File: config.mk
export PLATFORM = sky130hd
export DESIGN_NAME = keyword_substitution_cipher_unit
export DESIGN_NICKNAME = d
export VERILOG_FILES = /design/src/hw/rtl/kscu_pkg.sv /design/src/hw/rtl/kscu_ram.sv /design/src/hw/rtl/kscu_datapath.sv /design/src/hw/rtl/kscu_controller.sv /design/src/hw/rtl/keyword_substitution_cipher_unit.sv
export SDC_FILE = /design/constraint.sdc
export NUM_CORES = 1
export LEC_CHECK = 0
export BUFFER_PORTS_ARGS = -buffer_cell sky130_fd_sc_hd__buf_2
export CAP_MARGIN = 20
export CORE_MARGIN = 2
export CORE_UTILIZATION = 44
export DETAILED_ROUTE_END_ITERATION = 8
export GPL_TIMING_DRIVEN = 0
export HOLD_SLACK_MARGIN = 0.1
export PLACE_DENSITY = 0.67
export REMOVE_ABC_BUFFERS = 1
export SYNTH_ARGS = -nofsm -noshare
export SYNTH_HDL_FRONTEND = slang
export SYNTH_SLANG_ARGS = --single-unit
File: constraint.sdc
create_clock -name clock -period 16.05 [get_ports clock]
set_input_delay 3.21 -clock clock [delete_from_list [all_inputs] [get_ports clock]]
set_output_delay 3.21 -clock clock [all_outputs]
set_load 0.1 [all_outputs]
File: src/hw/rtl/kscu_pkg.sv
// shared types, constants and letter decode for the keyword substitution cipher unit
`timescale 1ns / 1ps

package kscu_pkg;

   localparam int LETTER_COUNT = 26;
   localparam int IDX_W        = 5;
   localparam int BYTE_W       = 8;
   localparam int CMD_W        = 2;

   localparam logic [BYTE_W-1:0] UPPER_A = 8'h41;
   localparam logic [BYTE_W-1:0] UPPER_Z = 8'h5A;
   localparam logic [BYTE_W-1:0] LOWER_A = 8'h61;
   localparam logic [BYTE_W-1:0] LOWER_Z = 8'h7A;

   typedef enum logic [CMD_W-1:0] {
      CMD_CLEAR   = 2'd0,
      CMD_KEYWORD = 2'd1,
      CMD_FINISH  = 2'd2,
      CMD_TEXT    = 2'd3
   } cmd_code_type;

   typedef enum logic [1:0] {
      ST_IDLE,
      ST_FINISH,
      ST_READ
   } state_type;

   // commands from controller to datapath
   typedef struct packed {
      logic clear;
      logic append_kw;
      logic walk_start;
      logic walk_step;
      logic text_issue;
      logic out_load;
   } dp_ctrl_type;

   // status from datapath to controller
   typedef struct packed {
      logic key_finished;
      logic walk_done;
      logic out_free;
   } dp_stat_type;

   typedef struct packed {
      logic             is_letter;
      logic             is_lower;
      logic [IDX_W-1:0] idx;
   } letter_type;

   function automatic letter_type decode_letter(input logic [BYTE_W-1:0] b);
      letter_type       r;
      logic [BYTE_W-1:0] du;
      logic [BYTE_W-1:0] dl;
      du = b - UPPER_A;
      dl = b - LOWER_A;
      r.is_letter = 1'b0;
      r.is_lower  = 1'b0;
      r.idx       = du[IDX_W-1:0];
      if (b >= UPPER_A && b <= UPPER_Z) begin
         r.is_letter = 1'b1;
      end else if (b >= LOWER_A && b <= LOWER_Z) begin
         r.is_letter = 1'b1;
         r.is_lower  = 1'b1;
         r.idx       = dl[IDX_W-1:0];
      end
      return r;
   endfunction

endpackage

File: src/hw/rtl/kscu_ram.sv
// generic single write port ram with registered read
`timescale 1ns / 1ps

module kscu_ram #(
   parameter int WIDTH = 8,
   parameter int DEPTH = 32
) (
   input  logic                     clock,
   input  logic                     wr_en,
   input  logic [$clog2(DEPTH)-1:0] wr_addr,
   input  logic [WIDTH-1:0]         wr_data,
   input  logic                     rd_en,
   input  logic [$clog2(DEPTH)-1:0] rd_addr,
   output logic [WIDTH-1:0]         rd_data
);

   logic [WIDTH-1:0] mem_ff [DEPTH];
   logic [WIDTH-1:0] rd_data_ff;

   always_ff @(posedge clock) begin
      if (wr_en) begin
         mem_ff[wr_addr] <= wr_data;
      end
      if (rd_en) begin
         rd_data_ff <= mem_ff[rd_addr];
      end
   end

   assign rd_data = rd_data_ff;

endmodule

File: src/hw/rtl/kscu_datapath.sv
// key build, table storage, text mapping and result register
`timescale 1ns / 1ps

module kscu_datapath (
   input  logic                         clock,
   input  logic                         reset,
   input  kscu_pkg::dp_ctrl_type        ctrl,
   output kscu_pkg::dp_stat_type        stat,
   input  logic [kscu_pkg::BYTE_W-1:0]  in_byte,
   input  logic                         csr_we,
   input  logic                         csr_wdata,
   output logic                         out_valid,
   input  logic                         out_ready,
   output logic [kscu_pkg::BYTE_W-1:0]  out_byte,
   output logic                         out_key_ready
);

   import kscu_pkg::*;

   logic [LETTER_COUNT-1:0] letter_used_ff, letter_used_in;
   logic [IDX_W-1:0]        key_length_ff, key_length_in;
   logic                    key_finished_ff, key_finished_in;
   logic [IDX_W-1:0]        walk_ff, walk_in;
   logic [BYTE_W-1:0]       text_ff;
   logic                    decrypt_ff;
   logic                    out_valid_ff, out_valid_in;
   logic [BYTE_W-1:0]       out_byte_ff;
   logic                    out_key_ready_ff;

   letter_type       in_let;
   letter_type       text_let;
   logic             app_en;
   logic [IDX_W-1:0] app_idx;
   logic             rd_en;
   logic [IDX_W-1:0] fwd_rd;
   logic [IDX_W-1:0] inv_rd;
   logic [IDX_W-1:0] mapped;
   logic [BYTE_W-1:0] base;
   logic [BYTE_W-1:0] cipher_byte;

   assign in_let   = decode_letter(in_byte);
   assign text_let = decode_letter(text_ff);

   // one append source per cycle: keyword byte or finish walk
   always_comb begin
      app_en  = 1'b0;
      app_idx = in_let.idx;
      if (ctrl.append_kw) begin
         app_en = in_let.is_letter && !letter_used_ff[in_let.idx] && !key_finished_ff
                  && (key_length_ff < IDX_W'(LETTER_COUNT));
      end else if (ctrl.walk_step) begin
         app_idx = walk_ff;
         app_en  = !letter_used_ff[walk_ff] && (key_length_ff < IDX_W'(LETTER_COUNT));
      end
   end

   always_comb begin
      letter_used_in  = letter_used_ff;
      key_length_in   = key_length_ff;
      key_finished_in = key_finished_ff;
      walk_in         = walk_ff;
      if (ctrl.clear) begin
         letter_used_in  = '0;
         key_length_in   = '0;
         key_finished_in = 1'b0;
      end else begin
         if (app_en) begin
            letter_used_in[app_idx] = 1'b1;
            key_length_in           = key_length_ff + IDX_W'(1);
         end
         if (ctrl.walk_start) begin
            walk_in = IDX_W'(LETTER_COUNT - 1);
         end else if (ctrl.walk_step) begin
            walk_in = walk_ff - IDX_W'(1);
            if (walk_ff == '0) begin
               key_finished_in = 1'b1;
            end
         end
      end
   end

   // forward: position -> letter, inverse: letter -> position
   assign rd_en = ctrl.text_issue && in_let.is_letter;

   kscu_ram #(.WIDTH(IDX_W), .DEPTH(LETTER_COUNT)) u_fwd_ram (
      .clock   (clock),
      .wr_en   (app_en),
      .wr_addr (key_length_ff),
      .wr_data (app_idx),
      .rd_en   (rd_en),
      .rd_addr (in_let.idx),
      .rd_data (fwd_rd)
   );

   kscu_ram #(.WIDTH(IDX_W), .DEPTH(LETTER_COUNT)) u_inv_ram (
      .clock   (clock),
      .wr_en   (app_en),
      .wr_addr (app_idx),
      .wr_data (key_length_ff),
      .rd_en   (rd_en),
      .rd_addr (in_let.idx),
      .rd_data (inv_rd)
   );

   assign mapped      = decrypt_ff ? inv_rd : fwd_rd;
   assign base        = text_let.is_lower ? LOWER_A : UPPER_A;
   assign cipher_byte = base + {{(BYTE_W-IDX_W){1'b0}}, mapped};

   always_comb begin
      out_valid_in = out_valid_ff;
      if (ctrl.out_load) begin
         out_valid_in = 1'b1;
      end else if (out_ready) begin
         out_valid_in = 1'b0;
      end
   end

   always_ff @(posedge clock) begin
      if (reset) begin
         letter_used_ff  <= '0;
         key_length_ff   <= '0;
         key_finished_ff <= 1'b0;
         decrypt_ff      <= 1'b0;
         out_valid_ff    <= 1'b0;
      end else begin
         letter_used_ff  <= letter_used_in;
         key_length_ff   <= key_length_in;
         key_finished_ff <= key_finished_in;
         out_valid_ff    <= out_valid_in;
         if (csr_we) begin
            decrypt_ff <= csr_wdata;
         end
      end
   end

   always_ff @(posedge clock) begin
      walk_ff <= walk_in;
      if (ctrl.text_issue) begin
         text_ff <= in_byte;
      end
      if (ctrl.out_load) begin
         out_byte_ff      <= (key_finished_ff && text_let.is_letter) ? cipher_byte : text_ff;
         out_key_ready_ff <= key_finished_ff;
      end
   end

   assign stat.key_finished = key_finished_ff;
   assign stat.walk_done    = (walk_ff == '0);
   assign stat.out_free     = !out_valid_ff || out_ready;

   assign out_valid     = out_valid_ff;
   assign out_byte      = out_byte_ff;
   assign out_key_ready = out_key_ready_ff;

`ifndef SYNTHESIS
   a_len_bound: assert property (@(posedge clock) disable iff (reset)
      key_length_ff <= IDX_W'(LETTER_COUNT))
      else $error("key length above letter count");

   a_len_matches_used: assert property (@(posedge clock) disable iff (reset)
      $countones(letter_used_ff) == int'(key_length_ff))
      else $error("key length disagrees with used letters");

   a_finished_full: assert property (@(posedge clock) disable iff (reset)
      key_finished_ff |-> (&letter_used_ff))
      else $error("key finished with letters missing");
`endif

endmodule

File: src/hw/rtl/kscu_controller.sv
// controller state machine for command sequencing
`timescale 1ns / 1ps

module kscu_controller (
   input  logic                         clock,
   input  logic                         reset,
   input  logic                         req_valid,
   output logic                         req_ready,
   input  logic [kscu_pkg::CMD_W-1:0]   command,
   input  kscu_pkg::dp_stat_type        stat,
   output kscu_pkg::dp_ctrl_type        ctrl
);

   import kscu_pkg::*;

   state_type    state_ff, state_in;
   cmd_code_type cmd;

   assign cmd = cmd_code_type'(command);

   always_ff @(posedge clock) begin
      if (reset) begin
         state_ff <= ST_IDLE;
      end else begin
         state_ff <= state_in;
      end
   end

   always_comb begin
      state_in  = state_ff;
      ctrl      = '0;
      req_ready = 1'b0;
      unique case (state_ff)
         ST_IDLE: begin
            req_ready = 1'b1;
            if (req_valid) begin
               unique case (cmd)
                  CMD_CLEAR:   ctrl.clear = 1'b1;
                  CMD_KEYWORD: ctrl.append_kw = 1'b1;
                  CMD_FINISH: begin
                     if (!stat.key_finished) begin
                        ctrl.walk_start = 1'b1;
                        state_in        = ST_FINISH;
                     end
                  end
                  CMD_TEXT: begin
                     ctrl.text_issue = 1'b1;
                     state_in        = ST_READ;
                  end
                  default: state_in = ST_IDLE;
               endcase
            end
         end
         ST_FINISH: begin
            ctrl.walk_step = 1'b1;
            if (stat.walk_done) begin
               state_in = ST_IDLE;
            end
         end
         ST_READ: begin
            if (stat.out_free) begin
               ctrl.out_load = 1'b1;
               state_in      = ST_IDLE;
            end
         end
         default: state_in = ST_IDLE;
      endcase
   end

endmodule

File: src/hw/rtl/keyword_substitution_cipher_unit.sv
// top level of the keyword substitution cipher unit
`timescale 1ns / 1ps

// Builds a 26-letter substitution key from keyword words and then ciphers
// text words through it. Each input word carries a command in req_tuser:
// clear key, keyword byte, finish key, or text byte; only a text byte gives
// a result word. Clear and keyword words act in their accept cycle. Finish walks
// the letters from Z down to A, one letter a cycle, appending the unused
// ones. Both forward and inverse tables are written as each letter is
// appended, so no separate inverse pass is needed. A text word's accept
// cycle launches the registered table ram read, and the result register is
// loaded once it is free. The result register lets the next word be
// accepted while a result still waits on rsp_tready. Text that arrives
// before the key is finished passes through unchanged with key_ready low.
// csr_wdata selects decrypt (1) or encrypt (0) and must only be written
// while the unit is idle.
module keyword_substitution_cipher_unit (
   input  logic       clock,
   input  logic       reset,
   // input words
   input  logic       req_tvalid,
   output logic       req_tready,
   input  logic [7:0] req_tdata,   // [7:0] in_byte
   input  logic [1:0] req_tuser,   // [1:0] command
   // result words
   output logic       rsp_tvalid,
   input  logic       rsp_tready,
   output logic [7:0] rsp_tdata,   // [7:0] out_byte
   output logic       rsp_tuser,   // [0] key_ready
   // decrypt_mode register
   input  logic       csr_we,
   input  logic       csr_wdata
);

   import kscu_pkg::*;

   dp_ctrl_type ctrl;
   dp_stat_type stat;

   // sequencing of commands, finish walk and table read
   kscu_controller u_ctrl (
      .clock     (clock),
      .reset     (reset),
      .req_valid (req_tvalid),
      .req_ready (req_tready),
      .command   (req_tuser),
      .stat      (stat),
      .ctrl      (ctrl)
   );

   // key state, tables and result register
   kscu_datapath u_dp (
      .clock         (clock),
      .reset         (reset),
      .ctrl          (ctrl),
      .stat          (stat),
      .in_byte       (req_tdata),
      .csr_we        (csr_we),
      .csr_wdata     (csr_wdata),
      .out_valid     (rsp_tvalid),
      .out_ready     (rsp_tready),
      .out_byte      (rsp_tdata),
      .out_key_ready (rsp_tuser)
   );

endmodule
==> impl_metrics.json <==
{
  "crit_fanout": 40,
  "drive_above_1_share": 0.223,
  "slew_headroom": 0.275,
  "startpoint_type": "input pin",
  "io_buffers": 26,
  "grt_usage": 0.172,
  "min_to": "u_dp.letter_used_ff[14]$_SDFFE_PP0P_",
  "h-tree-depth": 1,
  "slew_viol_final": 0,
  "numCtsBuffers": 30,
  "synth-main-ff-cell": "edfxtp_1",
  "peakVddDrop_v": 0.0000609,
  "pwr-share-clk": 0.406,
  "rsz0062_at_grt": "false",
  "cp.required_ns": 16.23,
  "synth_seq_cells": 328,
  "cts_setup_buffers": 0,
  "worstSetupStartpoint": "req_tdata[0]",
  "avgSynthCellArea_um2": 16.4,
  "cts_hold_buffers": 0,
  "core_um2": 30500,
  "crit_type": "in2reg",
  "synthDistinctLibCells": 50,
  "fp.dieH_um": 180,
  "diodes": 0,
  "first_pass_iters": 8,
  "timing.rr.end": "u_dp.u_inv_ram.mem_ff[2][0]$_DFFE_PP_",
  "synthArstFlopShare": 0,
  "cp-end-kind": "flop",
  "clock-root-buffer": "clkbuf_16",
  "start_util": 0.447,
  "netlist_area_um2": 13600,
  "synth_top_area_frac": 0.644,
  "vias_per_cell": 5.69,
  "yosysTopAreaCell": "edfxtp_1",
  "synth_edf_count": 292,
  "reg2regPathDepth": 7,
  "critPathMaxStageDelay_ns": 0.60,
  "yosys_warnings": 0,
  "grt_max_degree": 58,
  "dpl.hpwl_um": 17700,
  "min_from": "u_dp.letter_used_ff[14]$_SDFFE_PP0P_",
  "fin_crit_ns": 6.87,
  "clk_pin_slew_worst_paths_ns": 0.06,
  "outcome": "finished clean",
  "cp.arrival_ns": 7.05,
  "synth_area_leaders": "edfxtp_1, mux4_2, dfxtp_1, nand2_1, nor2_1",
  "first_iter_violations": 811,
  "drcViolationCount": 0,
  "mostFrequentLayoutCell": "edfxtp_1",
  "setup_tns_ns": 0,
  "powerDensity_nw_per_um2": 118,
  "antenna_found_initial": 0,
  "finalNetCount": 880,
  "regToRegSetupSlack_ns": 12.43,
  "seq_power_share": 0.521,
  "clk_path_buf_depth": 3,
  "insertion_delay_ns": 0.55,
  "max_freq_ghz": 0.146,
  "maxCapViolations": 0,
  "grt_pass1_vias": 7340,
  "clock_sinks": 328,
  "cts_resized": 0,
  "drt_wl_total_um": 27800,
  "gp_congestion": 0.785,
  "vias": 7255,
  "final_antenna_net_count": 0,
  "die-area_um2": 32400,
  "fin_skew_ns": 0.00935,
  "r2r-start": "u_dp.walk_ff[0]$_SDFFCE_PP1P_",
  "finalPower_mw": 1.81,
  "syn_to_final_growth_pct": 13.1,
  "pwr-share-comb": 0.073,
  "cts_tree": "yes",
  "row_count": 64,
  "p_sw_frac": 0.212,
  "synth-seq-area-share": 0.697,
  "grt_pass1_wl_um": 43000,
  "worst_pin_slew_ns": 1.08,
  "die_x_um": 180,
  "overflow": 0,
  "io_pins": 27,
  "min_path_cells": 2,
  "finalCritPeriodShare": 0.428,
  "hold_violations": 0,
  "syn_inst": 829,
  "crit_path_cell_trace": "buf_6 -> inv_1 -> ha_4 -> buf_16 -> mux4_2 -> a211o_1 -> a2111o_1 -> o211a_1 -> or3_1 -> nor2_1",
  "hold_path.class": "reg2reg",
  "post_drt_wl_per_cell_um": 21.8,
  "p_switching_mw": 0.384,
  "p_leak_nw": 4.98,
  "cpMaxStageDelayCell": "ha_4",
  "setup_viol": 0,
  "most-common-layout-cells": "edfxtp_1, nand2_1, mux4_2",
  "p_int_mw": 1.43
}
## registers in the layout (all words and copies together) (netlist names), 2 cells and up
signal	count
u_dp.out_byte	8
u_dp.u_fwd_ram.rd_data	5
u_dp.text_ff	8
u_dp.letter_used_ff	26
u_dp.u_inv_ram.rd_data	5
u_dp.walk_ff	5
u_dp.u_fwd_ram.mem_ff	130
u_dp.u_inv_ram.mem_ff	130
u_dp.key_length_ff	5
u_ctrl.state_ff	2
## layer usage
layer  track usage  share of wire  up-vias
li1              -              -     3266
met1         0.240           0.42     3674
met5             0              0        -
met2         0.280           0.49      262
met4        0.0540          0.026        0
met3        0.0284          0.069       53
## synthesized netlist by cell type, types with 3 or more instances
| library cell | n |
|---|---|
| xor2_1 | 3 |
| o21ai_1 | 14 |
| xnor2_1 | 11 |
| inv_1 | 14 |
| nand3b_1 | 5 |
| mux2i_1 | 9 |
| nor2_1 | 74 |
| o21ai_0 | 28 |
| dfxtp_1 | 36 |
| clkbuf_1 | 28 |
| or2_2 | 3 |
| or3_1 | 11 |
| edfxtp_1 | 292 |
| nand3_1 | 14 |
| nor3_1 | 7 |
| a31oi_1 | 3 |
| o211a_1 | 3 |
| mux2_2 | 17 |
| ha_1 | 9 |
| a21oi_1 | 31 |
| buf_1 | 4 |
| nand2_1 | 85 |
| buf_6 | 6 |
| nand2b_1 | 3 |
| mux4_2 | 79 |
| buf_2 | 8 |
## layout make-up
type	count	area (um2)
multi-input cells	441	3910
clock inverters	18	213
inverters	14	52.6
fillers	2427	15100
repair buffers	40	419
clock buffers	38	822
well taps	396	495
flip-flops and latches	328	9490
## how the worst max path moves through the flow
stage | to | slack [ns] | depth (start not counted)
floorplan | u_dp.u_inv_ram.mem_ff[14][0]$_DFFE_PP_ | 8.83 | 8
global placement | u_dp.u_inv_ram.mem_ff[13][1]$_DFFE_PP_ | 4.84 | 9
detailed placement | u_dp.u_inv_ram.mem_ff[3][0]$_DFFE_PP_ | 8.61 | 10
CTS | u_dp.u_inv_ram.mem_ff[3][2]$_DFFE_PP_ | 9.18 | 10
global route | u_dp.u_inv_ram.mem_ff[3][0]$_DFFE_PP_ | 9.00 | 10
finish | u_dp.u_inv_ram.mem_ff[2][0]$_DFFE_PP_ | 9.18 | 10
## power by group through the flow
| stage | clock network (mW) | logic [mW] | registers (mW) |
|---|---|---|---|
| final | 0.737 | 0.132 | 0.944 |
| after global routing | 0.782 | 0.142 | 0.944 |
| after CTS | 0.750 | 0.130 | 0.946 |
| after detailed placement | 0 | 0.130 | 0.964 |
| after global placement | 0 | 0.124 | 0.965 |
| after floorplan | 0 | 0.0756 | 0.964 |
## kinds of logic (layout without fill, tap and decap cells)
logic type / after synthesis / in the layout / synth area share
AOI/OAI and AO/OA: 97 / 97 / 0.0411
adders and majority gates: 9 / 9 / 0.00827
and+or+nand+nor: 214 / 214 / 0.0693
xor gates and xnor gates: 14 / 14 / 0.00900
muxes: 107 / 107 / 0.155
buffers and inverters: 60 / 110 / 0.0206
DFF: 328 / 328 / 0.697
## through the flow
step | util | cell area (um2) | std cells | hold slack, ns | worst slack, ns
after CTS | 0.503 | 15400 | 1273 | 0.461 | 9.18
final | 0.505 | 15400 | 1275 | 0.461 | 9.18
after global placement | 0.460 | 14000 | 1205 | 0.442 | 4.84
after global routing | 0.505 | 15400 | 1275 | 0.482 | 9.00
after detailed placement | 0.469 | 14300 | 1217 | 0.452 | 8.61
after floorplan | - | 13400 | 783 | 0.435 | 8.83
## critical path, delay by kind of cell
kind | cells | cell delay (ns)
multiplexers | 1 | 0.39
AND/OR/NAND/NOR | 2 | 1.06
AO/OA/AOI/OAI | 3 | 0.97
adder cells (fa/ha/maj) | 1 | 0.60
buffers and inverters | 3 | 0.75
No activity file was read; power rests on OpenSTA's default activity.
